<file path="config.mk">
export PLATFORM = sky130hd
export DESIGN_NAME = fisc_core
export DESIGN_NICKNAME = d
export VERILOG_FILES = /design/src/rtl/fisc_pkg.sv /design/src/rtl/fisc_crc8.sv /design/src/rtl/fisc_core.sv
export SDC_FILE = /design/constraint.sdc
export NUM_CORES = 1
export LEC_CHECK = 0
export ABC_AREA = 1
export CORE_MARGIN = 2
export CORE_UTILIZATION = 35
export DETAILED_ROUTE_END_ITERATION = 16
export DONT_BUFFER_PORTS = 1
export GPL_TIMING_DRIVEN = 1
export SLEW_MARGIN = 25
export SYNTH_ARGS = -nofsm -noshare
export SYNTH_HDL_FRONTEND = slang
export SYNTH_HIERARCHICAL = 1
export SYNTH_SLANG_ARGS = --single-unit
</file>
<file path="constraint.sdc">
create_clock -name clk -period 4.5 [get_ports clk]
set_input_delay 0 -clock clk [delete_from_list [all_inputs] [get_ports clk]]
set_output_delay 0 -clock clk [all_outputs]
set_load 0.1 [all_outputs]
</file>
<file path="src/rtl/fisc_pkg.sv">
`default_nettype none

package fisc_pkg;

    localparam int unsigned WORD_W     = 32;
    localparam int unsigned BYTE_W     = 8;
    localparam int unsigned CFG_IDX_W  = 1;

    localparam logic [WORD_W-1:0] DEFAULT_ID      = 32'h6572_d028;
    localparam logic [WORD_W-1:0] DEFAULT_VERSION = 32'd4;
    localparam logic [WORD_W-1:0] CRC_POLY        = 32'hEDB8_8320;
    localparam logic [WORD_W-1:0] CRC_INIT        = 32'hFFFF_FFFF;
    localparam logic [WORD_W-1:0] HEADER_LEN      = 32'd16;
    localparam logic [WORD_W-1:0] CRC_LEN         = 32'd4;

    localparam logic [BYTE_W-1:0] CHAR_COLON = 8'h3A;
    localparam logic [BYTE_W-1:0] CHAR_SPACE = 8'h20;
    localparam logic [BYTE_W-1:0] CHAR_LF    = 8'h0A;
    localparam logic [BYTE_W-1:0] CHAR_CR    = 8'h0D;
    localparam logic [BYTE_W-1:0] CHAR_NUL   = 8'h00;

    typedef enum logic [CFG_IDX_W-1:0] {
        CFG_EXPECTED_ID      = 1'd0,
        CFG_EXPECTED_VERSION = 1'd1
    } cfg_index_t;

    typedef enum logic [3:0] {
        KIND_HEADER    = 4'd0,
        KIND_KEY       = 4'd1,
        KIND_VALUE     = 4'd2,
        KIND_PAIR_END  = 4'd3,
        KIND_SEPARATOR = 4'd4,
        KIND_PAYLOAD   = 4'd5,
        KIND_CRC       = 4'd6,
        KIND_IGNORED   = 4'd7,
        KIND_END       = 4'd8
    } kind_t;

    typedef enum logic [2:0] {
        VERDICT_OK        = 3'd0,
        VERDICT_BAD_ID    = 3'd1,
        VERDICT_BAD_VER   = 3'd2,
        VERDICT_BAD_LAYOUT = 3'd3,
        VERDICT_CRC_BAD   = 3'd4,
        VERDICT_TRUNCATED = 3'd5
    } verdict_t;

    typedef struct packed {
        kind_t              kind;
        logic [BYTE_W-1:0]  byte_value;
        logic               verdict_valid;
        verdict_t           verdict;
    } result_t;

endpackage

`default_nettype wire

</file>
<file path="src/rtl/fisc_crc8.sv">
`default_nettype none

module fisc_crc8
    import fisc_pkg::*;
(
    input  wire logic [WORD_W-1:0] crc_in,
    input  wire logic [BYTE_W-1:0] data_in,
    output logic      [WORD_W-1:0] crc_out
);

    // reflected crc-32, one byte unrolled into xor logic
    always_comb
    begin
        logic [WORD_W-1:0] c;
        logic [BYTE_W-1:0] d;
        c = crc_in;
        d = data_in;
        for (int i = 0; i < BYTE_W; i++)
        begin
            if ((c[0] ^ d[0]) == 1'b1)
            begin
                c = (c >> 1) ^ CRC_POLY;
            end
            else
            begin
                c = c >> 1;
            end
            d = d >> 1;
        end
        crc_out = c;
    end

endmodule

`default_nettype wire

</file>
<file path="src/rtl/fisc_core.sv">
`default_nettype none

module fisc_core
    import fisc_pkg::*;
(
    input  wire logic              clk,
    input  wire logic              rst_n,
    input  wire logic              advance,
    input  wire logic [BYTE_W-1:0] data_byte,
    input  wire logic              end_of_stream,
    input  wire logic [WORD_W-1:0] expected_id,
    input  wire logic [WORD_W-1:0] expected_version,
    output result_t                result
);

    typedef enum logic [4:0] {
        PH_HEADER  = 5'b00001,
        PH_META    = 5'b00010,
        PH_PAYLOAD = 5'b00100,
        PH_CRC     = 5'b01000,
        PH_DONE    = 5'b10000
    } phase_t;

    typedef enum logic [3:0] {
        MS_KEY   = 4'b0001,
        MS_SEP   = 4'b0010,
        MS_VALUE = 4'b0100,
        MS_EOL   = 4'b1000
    } meta_state_t;

    phase_t            phase_reg, phase_next;
    meta_state_t       meta_reg, meta_next;
    logic [WORD_W-1:0] pos_reg, pos_next;
    logic [WORD_W-1:0] shift_reg, shift_next;
    logic [WORD_W-1:0] size_reg, size_next;
    logic [WORD_W-1:0] offset_reg, offset_next;
    logic [WORD_W-1:0] remaining_reg, remaining_next;
    logic [WORD_W-1:0] crc_reg, crc_next;
    logic              given_reg, given_next;

    logic [WORD_W-1:0] crc_fed;
    logic [WORD_W-1:0] shift_fed;
    logic [WORD_W-1:0] pos_inc;
    logic [WORD_W-1:0] rem_calc;
    logic              layout_bad;
    logic              line_end;

    fisc_crc8 u_crc8 (
        .crc_in  (crc_reg),
        .data_in (data_byte),
        .crc_out (crc_fed)
    );

    assign shift_fed  = {shift_reg[WORD_W-BYTE_W-1:0], data_byte};
    assign pos_inc    = pos_reg + 32'd1;
    assign rem_calc   = size_reg - shift_fed - CRC_LEN;
    assign layout_bad = (shift_fed < HEADER_LEN)
                     || ({1'b0, size_reg} < ({1'b0, shift_fed} + {1'b0, CRC_LEN}));
    assign line_end   = (data_byte == CHAR_LF) || (data_byte == CHAR_CR)
                     || (data_byte == CHAR_NUL);

    always_comb
    begin
        meta_state_t ms;
        phase_next     = phase_reg;
        meta_next      = meta_reg;
        pos_next       = pos_reg;
        shift_next     = shift_reg;
        size_next      = size_reg;
        offset_next    = offset_reg;
        remaining_next = remaining_reg;
        crc_next       = crc_reg;
        given_next     = given_reg;
        ms             = meta_reg;

        result.kind          = KIND_IGNORED;
        result.byte_value    = data_byte;
        result.verdict_valid = 1'b0;
        result.verdict       = VERDICT_OK;

        if (end_of_stream)
        begin
            result.kind          = KIND_END;
            result.byte_value    = '0;
            result.verdict_valid = !given_reg;
            result.verdict       = given_reg ? VERDICT_OK : VERDICT_TRUNCATED;
            phase_next     = PH_HEADER;
            meta_next      = MS_KEY;
            pos_next       = '0;
            shift_next     = '0;
            size_next      = '0;
            offset_next    = '0;
            remaining_next = '0;
            crc_next       = CRC_INIT;
            given_next     = 1'b0;
        end
        else
        begin
            case (phase_reg)
                PH_HEADER:
                begin
                    result.kind = KIND_HEADER;
                    crc_next    = crc_fed;
                    shift_next  = shift_fed;
                    pos_next    = pos_inc;
                    if (pos_reg == 32'd3)
                    begin
                        if (shift_fed != expected_id)
                        begin
                            result.verdict_valid = 1'b1;
                            result.verdict       = VERDICT_BAD_ID;
                        end
                    end
                    else if (pos_reg == 32'd7)
                    begin
                        size_next = shift_fed;
                    end
                    else if (pos_reg == 32'd11)
                    begin
                        if (shift_fed != expected_version)
                        begin
                            result.verdict_valid = 1'b1;
                            result.verdict       = VERDICT_BAD_VER;
                        end
                    end
                    else if (pos_reg == 32'd15)
                    begin
                        offset_next = shift_fed;
                        if (layout_bad)
                        begin
                            result.verdict_valid = 1'b1;
                            result.verdict       = VERDICT_BAD_LAYOUT;
                        end
                        else
                        begin
                            remaining_next = rem_calc;
                        end
                    end

                    if (result.verdict_valid)
                    begin
                        phase_next = PH_DONE;
                    end
                    else if (pos_inc == HEADER_LEN)
                    begin
                        // offset word was completed by this byte
                        if (shift_fed == HEADER_LEN)
                        begin
                            if (rem_calc != '0)
                            begin
                                phase_next = PH_PAYLOAD;
                            end
                            else
                            begin
                                phase_next = PH_CRC;
                                pos_next   = '0;
                            end
                        end
                        else
                        begin
                            phase_next = PH_META;
                        end
                    end
                end

                PH_META:
                begin
                    crc_next = crc_fed;
                    pos_next = pos_inc;
                    if ((meta_reg == MS_EOL) && line_end)
                    begin
                        result.kind = KIND_PAIR_END;
                    end
                    else
                    begin
                        if (meta_reg == MS_EOL)
                        begin
                            ms = MS_KEY;
                        end
                        meta_next = ms;
                        case (ms)
                            MS_KEY:
                            begin
                                if (data_byte == CHAR_COLON)
                                begin
                                    result.kind = KIND_SEPARATOR;
                                    meta_next   = MS_SEP;
                                end
                                else
                                begin
                                    result.kind = KIND_KEY;
                                end
                            end
                            MS_SEP:
                            begin
                                result.kind = KIND_SEPARATOR;
                                if (data_byte == CHAR_SPACE)
                                begin
                                    meta_next = MS_VALUE;
                                end
                            end
                            MS_VALUE:
                            begin
                                if (line_end)
                                begin
                                    result.kind = KIND_PAIR_END;
                                    meta_next   = MS_EOL;
                                end
                                else
                                begin
                                    result.kind = KIND_VALUE;
                                end
                            end
                            default:
                            begin
                                result.kind = KIND_PAIR_END;
                            end
                        endcase
                    end
                    if (pos_inc >= offset_reg)
                    begin
                        if (remaining_reg != '0)
                        begin
                            phase_next = PH_PAYLOAD;
                        end
                        else
                        begin
                            phase_next = PH_CRC;
                            pos_next   = '0;
                        end
                    end
                end

                PH_PAYLOAD:
                begin
                    result.kind    = KIND_PAYLOAD;
                    crc_next       = crc_fed;
                    remaining_next = remaining_reg - 32'd1;
                    if (remaining_reg == 32'd1)
                    begin
                        phase_next = PH_CRC;
                        pos_next   = '0;
                    end
                end

                PH_CRC:
                begin
                    result.kind = KIND_CRC;
                    shift_next  = shift_fed;
                    pos_next    = pos_inc;
                    if (pos_inc >= CRC_LEN)
                    begin
                        result.verdict_valid = 1'b1;
                        result.verdict = (shift_fed == ~crc_reg) ? VERDICT_OK
                                                                 : VERDICT_CRC_BAD;
                        phase_next = PH_DONE;
                    end
                end

                default:
                begin
                    result.kind = KIND_IGNORED;
                end
            endcase

            if (result.verdict_valid)
            begin
                given_next = 1'b1;
            end
        end
    end

    always_ff @(posedge clk or negedge rst_n)
    begin
        if (!rst_n)
        begin
            phase_reg     <= PH_HEADER;
            meta_reg      <= MS_KEY;
            pos_reg       <= '0;
            shift_reg     <= '0;
            size_reg      <= '0;
            offset_reg    <= '0;
            remaining_reg <= '0;
            crc_reg       <= CRC_INIT;
            given_reg     <= 1'b0;
        end
        else if (advance)
        begin
            phase_reg     <= phase_next;
            meta_reg      <= meta_next;
            pos_reg       <= pos_next;
            shift_reg     <= shift_next;
            size_reg      <= size_next;
            offset_reg    <= offset_next;
            remaining_reg <= remaining_next;
            crc_reg       <= crc_next;
            given_reg     <= given_next;
        end
    end

endmodule

`default_nettype wire

</file>
==> metrics.yaml, run 1 <==
timing:
  rsz0062_at_grt: "false"
  setup_viol: 0
  finalClockSkew_ps: 14.6
  hold_ws_ps: 0.0531
  slew_violations: 0
  min_period_ps: 4090
  setup_tns_ps: 0
  relSlewSlack: 0.377
  worstMarginPinSlew_ps: 932
  period_share: 0.909
  finalHoldViolCount: 0
  fmax_mhz: 244
synthesis:
  yosys_register_bits: 194
  synth_cell_types: 58
  synth_cells: 2851
  ys_seq_area_frac: 0.265
  async_flop_share: 1.00
  synth.avg_cell_area_sq_um: 6.48
  synth_area_sq_mm: 0.0185
  synth-main-ff-cell: "dfrtp_1"
  yosysWarnings: 6
  synth_edf_count: 0
  syn_nets: 3058
final_layout:
  layout_common_cells: "nand2_1 (761), inv_1 (483), nor2_1 (265), o21ai_0 (201), dfrtp_1 (159)"
  final_nets: 3049
  final_common_cell: "nand2_1"
  utilization: 0.385
  fill_cells: 5701
  final_cells: 3543
  num_antenna_cells: 0
  syn_to_final_growth_pct: 9.08
  regArea_sq_mm: 0.00490
  multi_input_area_sq_mm: 0.0114
  design_area_sq_mm: 0.0202
  drive_gt1_frac: 0.0809
clock_network:
  htree_num_levels: 4
  clkTransAtPathRegs_ps: 80
  cts-buffers-inserted: 17
  cts_tree: "done"
  cts.sinks: 194
  clock_latency_ps: 510
  cts_buffer_depth: 2
  cts_root_buf: "clkbuf_16"
floorplan:
  fp.dieW_um: 234
  die-area_sq_mm: 0.0547
  die_y_um: 234
  initial_core_util: 0.353
  io_pins: 92
  num_rows: 84
  coreArea_sq_mm: 0.0523
placed_design:
  gp_congestion: 0.957
  dp_cells: 3496
  dpl_cell_area_sq_mm: 0.0194
  dp_hpwl_um: 44900
  port_buffers: 0
global_routing:
  grt.total_usage: 0.218
  grt_max_degree: 195
  grt_pass1_vias: 16700
  grt_first_pass_wirelength_um: 92200
  grt-ovfl-total: 0
  antenna_found_initial: 0
flow_run:
  maxCapViolations: 0
critical_path:
  worst-r2r-cell-count: 26
  arrival_ps: 4090
  cp-start-kind: "flop"
  path_max_fanout: 8
  critical_path_required_ps: 4500
  critical_path_class: "flop to output pin"
  end_kind: "output pin"
pwr:
  power_density_mw_per_mm2: 641
  leakage_nw: 10.1
  max-vdd-ir-drop_v: 0.000344
routing:
  firstDrtPassIters: 6
  drt-initial-drc-count: 1352
  remaining_drc_errors: 0
  wl_per_cell_um: 16.3
  viasPerCell: 4.95
  dr_total_vias: 17500
  ant_nets: 0
  wl_um: 57900
worst_hold_path:
  worstHoldPathCells: 0
  hold_path.class: "input port to output pin"
status:
  status: "finished clean"
==> where the power goes <==
part	total, mW	leakage, nW	internal [mW]	switching, mW
combinational	8.58	7.31	2.90	5.68
clock	1.61	0.281	0.780	0.828
sequential	2.73	2.52	2.29	0.444
==> synth_stat cells, types with 3 or more instances <==
| library cell | instances | area share |
|---|---|---|
| nand3_2 | 3 | 0.0016 |
| nor2_4 | 6 | 0.0037 |
| nor4_1 | 14 | 0.0047 |
| buf_2 | 29 | 0.0079 |
| xnor2_1 | 76 | 0.036 |
| ha_1 | 129 | 0.087 |
| nand4_1 | 83 | 0.028 |
| dfstp_2 | 34 | 0.048 |
| nor2_2 | 12 | 0.0041 |
| a21oi_1 | 80 | 0.022 |
| buf_4 | 13 | 0.0053 |
| inv_1 | 483 | 0.098 |
| dfrtp_1 | 160 | 0.22 |
| nand2_2 | 36 | 0.012 |
| o22ai_1 | 19 | 0.0064 |
| clkbuf_1 | 43 | 0.0087 |
| a31oi_1 | 6 | 0.0020 |
| o21ai_0 | 202 | 0.055 |
| o21bai_1 | 6 | 0.0024 |
| inv_2 | 7 | 0.0014 |
| a211oi_1 | 4 | 0.0016 |
| xor2_1 | 96 | 0.045 |
| nand2_4 | 9 | 0.0055 |
| nand3_1 | 151 | 0.041 |
| nor2_1 | 276 | 0.056 |
| o31ai_1 | 12 | 0.0049 |
| o21ai_1 | 5 | 0.0014 |
| nor3_1 | 43 | 0.012 |
| nand2_1 | 762 | 0.15 |
| buf_1 | 4 | 0.00081 |
| or2_2 | 8 | 0.0027 |
| nand3b_1 | 8 | 0.0032 |
==> timing repair <==
action / in CTS / in global routing
endpoints found under the hold margin: 328 / 0
hold buffers: 12 / 0
resized for setup: 0 / 9
setup buffers: 0 / 2
endpoints found under the setup margin: 0 / 30
==> stage by stage <==
step | power [mW] | worst slack, ps
6_report | 12.9 | 408
5_1_grt | 14.3 | 9.82
4_1_cts | 12.9 | 78.5
3_5_place_dp | 11.2 | 269
3_3_place_gp | 11.1 | 269
2_1_floorplan | 9.09 | 382
==> layer usage <==
metal / share of wire / GRT usage / wire length [um]
met3: 0.050 / 0.0371 / 2870
met1: 0.47 / 0.293 / 27300
met4: 0.027 / 0.0714 / 1590
met2: 0.45 / 0.356 / 26100
met5: 0 / 0 / 0
==> critical path: stages, from the launching register on <==
cell      delay (ps)
dfrtp_2          440
nand2_1           70
nor2_1           120
inv_1             50
nor2_1           160
inv_1             70
nor2_2           120
nand3_2          100
nor3_1           140
nand3_1          100
nand3b_1         220
nor2_1           140
xor2_1           160
ha_1             260
a21oi_1          150
o21bai_1          70
a21oi_1          120
nand2_1           60
nand2_1           50
nand2_1           70
nand2_1          120
nand2_2           90
nand2_1          110
nor2_2            60
o21ai_2          150
nand2_1           70
nand2_1          120
buf_12           180
==> final cells by class <==
cell class	instances	area share
Clock buffer	17	0.0211
Clock inverter	15	0.00751
Inverter	492	0.0918
Multi-Input combinational cell	2074	0.566
Sequential cell	194	0.243
Tap cell	688	0.0427
Timing Repair Buffer	63	0.0283
==> final timing paths <==
path                                          start                             to  slack, ps
max                        shift_reg[3]$_DFFE_PN0P_                      result[3]        410
min                                   end_of_stream                     result[15]       0.05
max reg2reg                shift_reg[3]$_DFFE_PN0P_  remaining_reg[19]$_DFFE_PN0P_        490
min reg2reg                phase_reg[4]$_DFFE_PN0P_       phase_reg[4]$_DFFE_PN0P_        480
max in group asynchronous                     rst_n        pos_reg[20]$_DFFE_PN0P_       3470
min in group asynchronous                     rst_n   remaining_reg[1]$_DFFE_PN0P_         30
==> cell families (layout without fill, tap and decap cells) <==
family | after synthesis | in the layout | synth area share
simple gates | 1420 | 1420 | 0.335
buf+inv | 583 | 587 | 0.123
compound gates | 347 | 347 | 0.101
flops | 194 | 194 | 0.265
xor+xnor | 176 | 176 | 0.0862
fa+ha+maj | 131 | 131 | 0.0895
Note: power is estimated with default switching activity, not from simulation.
==> run 2: changes to the inputs <==
--- a/config.mk
+++ b/config.mk
@@ -10,9 +10,9 @@
 export CORE_UTILIZATION = 35
 export DETAILED_ROUTE_END_ITERATION = 16
 export DONT_BUFFER_PORTS = 1
+export GPL_ROUTABILITY_DRIVEN = 0
 export GPL_TIMING_DRIVEN = 1
 export SLEW_MARGIN = 25
 export SYNTH_ARGS = -nofsm -noshare
 export SYNTH_HDL_FRONTEND = slang
-export SYNTH_HIERARCHICAL = 1
 export SYNTH_SLANG_ARGS = --single-unit
==> run 2 against run 1 <==
Synthesized area shrank 2.7%. Via count is 3.1% lower. Cell count fell by 3.4%. Sequential power is essentially flat. Sequential cell count unchanged. Die area shrank 2.7%. Clock skew hardly changed. Sequential share of layout area up 0.52 points. Count of clock-buffer cells in the layout increased by 1. Critical endpoint unchanged.
==> metrics.yaml, run 2 <==
pwr:
  power_mw: 12.6
  power_density_mw_per_mm2: 638
  leakage_nw: 9.87
  p_int_mw: 5.98
  sw_frac_of_total: 0.525
  p_switching_mw: 6.61
  p_seq_frac: 0.219
  max-vdd-ir-drop_v: 0.000493
  clkPwrFrac: 0.133
  comb_power_share: 0.648
floorplan:
  num_rows: 83
  initial_core_util: 0.352
  die-area_sq_mm: 0.0532
  fp.dieW_um: 231
  coreArea_sq_mm: 0.0511
  die_y_um: 231
  io_pins: 92
synthesis:
  syn_nets: 2942
  synth_area_leaders: "dfrtp_1 (22%), nand2_1 (14%), inv_1 (10%), ha_1 (9.1%), nor2_1 (6.4%)"
  synth-main-ff-cell: "dfrtp_1"
  synth.avg_cell_area_sq_um: 6.58
  yosys_register_bits: 194
  synth_cell_types: 61
  yosysWarnings: 0
  async_flop_share: 1.00
  synth_edf_count: 0
  synth_top_area_cell: "dfrtp_1"
  synth_common_cells: "nand2_1 (688), inv_1 (480), nor2_1 (306)"
  yosysTopAreaCellShare: 0.223
  synth_cells: 2733
  synth_area_sq_mm: 0.0180
  synth.most_common_cell: "nand2_1"
  ys_seq_area_frac: 0.272
routing:
  remaining_drc_errors: 0
  wl_per_cell_um: 16.6
  dr_total_vias: 17000
  drt-initial-drc-count: 1210
  wl_um: 56700
  viasPerCell: 4.96
  ant_nets: 0
  firstDrtPassIters: 5
timing:
  rsz0062_at_grt: "false"
  setup_viol: 0
  hold_ws_ps: 0.0502
  slew_violations: 0
  min_period_ps: 4100
  relSlewSlack: 0.329
  fmax_mhz: 244
  finalHoldViolCount: 0
  finalClockSkew_ps: 15.0
  worstMarginPinSlew_ps: 997
  setup_tns_ps: 0
  period_share: 0.911
  setup_ws_ps: 399
flow_run:
  maxCapViolations: 0
placed_design:
  dp_cells: 3366
  dp_hpwl_um: 43900
  pre_cts_slack_ps: 530
  port_buffers: 0
global_routing:
  grt-ovfl-total: 0
  grt_max_degree: 195
  antenna_found_initial: 2
  grt_first_pass_wirelength_um: 90800
  grt.total_usage: 0.219
  grt_pass1_vias: 16200
clock_network:
  cts.sinks: 194
  cts_root_buf: "clkbuf_16"
  clkTransAtPathRegs_ps: 80
  cts_tree: "done"
  clock_latency_ps: 510
  cts_buffer_depth: 2
  cts-buffers-inserted: 17
  htree_num_levels: 4
final_layout:
  final_cells: 3424
  layout_common_cells: "nand2_1 (688), inv_1 (480), nor2_1 (295), o21ai_0 (171), dfrtp_1 (159)"
  final_nets: 2938
  fill_cells: 5538
  drive_gt1_frac: 0.0678
  final_common_cell: "nand2_1"
  syn_to_final_growth_pct: 9.80
critical_path:
  arrival_ps: 4100
  critical_path_required_ps: 4500
  cp-start-kind: "flop"
  path_max_fanout: 4
  critical_path_class: "flop to output pin"
  end_kind: "output pin"
status:
  status: "finished clean"
worst_hold_path:
  hold_path.class: "input port to output pin"
## run 2: final timing paths
path / startpoint / end / slack, ps / depth (start not counted)
worst max-delay path: shift_reg[0]$_DFFE_PN0P_ / result[3] / 400 / 23
worst min-delay path: end_of_stream / result[15] / 0.05 / 0
worst max register to register: shift_reg[0]$_DFFE_PN0P_ / remaining_reg[25]$_DFFE_PN0P_ / 530 / 21
worst min register to register: offset_reg[24]$_DFFE_PN0P_ / offset_reg[24]$_DFFE_PN0P_ / 490 / 2
max in group asynchronous: rst_n / shift_reg[1]$_DFFE_PN0P_ / 3450 / 3
min in group asynchronous: rst_n / pos_reg[10]$_DFFE_PN0P_ / 70 / 2
## run 2: per-stage QoR
stage,cell area [sq um],util
final,19700,0.386
after global routing,19700,0.386
after CTS,19700,0.385
after detailed placement,18800,0.368
after global placement,18800,0.368
after floorplan,18000,-
## run 2: what timing repair did
| item | 4_1_cts | 5_1_grt |
|---|---|---|
| buffers inserted | 0 | 2 |
| resized for setup | 0 | 5 |
| hold endpoints to repair | 300 | 0 |
| setup endpoints to repair | 0 | 35 |
| hold buffers | 21 | 0 |
## run 2: critical path: stages (launching register included)
cell and delay (ps):
dfrtp_1 350, nand3_1 130, nor2_2 170, nand4_1 240
nor2_2 190, nand4_1 140, nor3_2 210, nand3_1 120
xor2_1 170, ha_1 290, a21oi_1 160, o21bai_1 80
a21oi_1 120, a21oi_1 50, nor2_1 110, nand2_1 70
nand2_2 130, nand2_1 90, nand2_1 60, nor2_1 60
o21bai_1 220, nand2_1 80, nand2_1 150, buf_12 200
## run 2: cells by family after synthesis
family,share of synthesized area
xor gates and xnor gates,0.0902
DFF,0.272
and+or+nand+nor,0.299
AOI/OAI and AO/OA,0.120
adders and majority gates,0.0934
buffers and inverters,0.125
## run 2: area by class of cell
class	count	area [sq um]	share of cell area
multi-input combinational	1964	10900	0.555
sequential	194	4900	0.248
inverter	488	1830	0.0928
tap	680	851	0.0431
timing repair buffer	64	601	0.0304
clock buffer	18	429	0.0217
clock inverter	14	175	0.00887
antenna	2	5.00	0.000254
## run 2: power by group through the flow
stage               Sequential, mW  Clock [mW]  Combinational [mW]
detailed placement            2.77           0                7.98
global placement              2.77           0                7.98
CTS                           2.75        1.70                8.09
global route                  2.82        1.76                9.30
finish                        2.76        1.68                8.16
floorplan                     2.57           0                6.26
## run 2: layer usage
metal | share of wire | wire (um) | vias up | track usage
li1 | - | - | 8657 | -
met1 | 0.47 | 26800 | 7801 | 0.303
met2 | 0.44 | 25100 | 464 | 0.348
met3 | 0.059 | 3340 | 66 | 0.0387
met4 | 0.025 | 1440 | 0 | 0.0692
met5 | 0 | 0 | - | 0
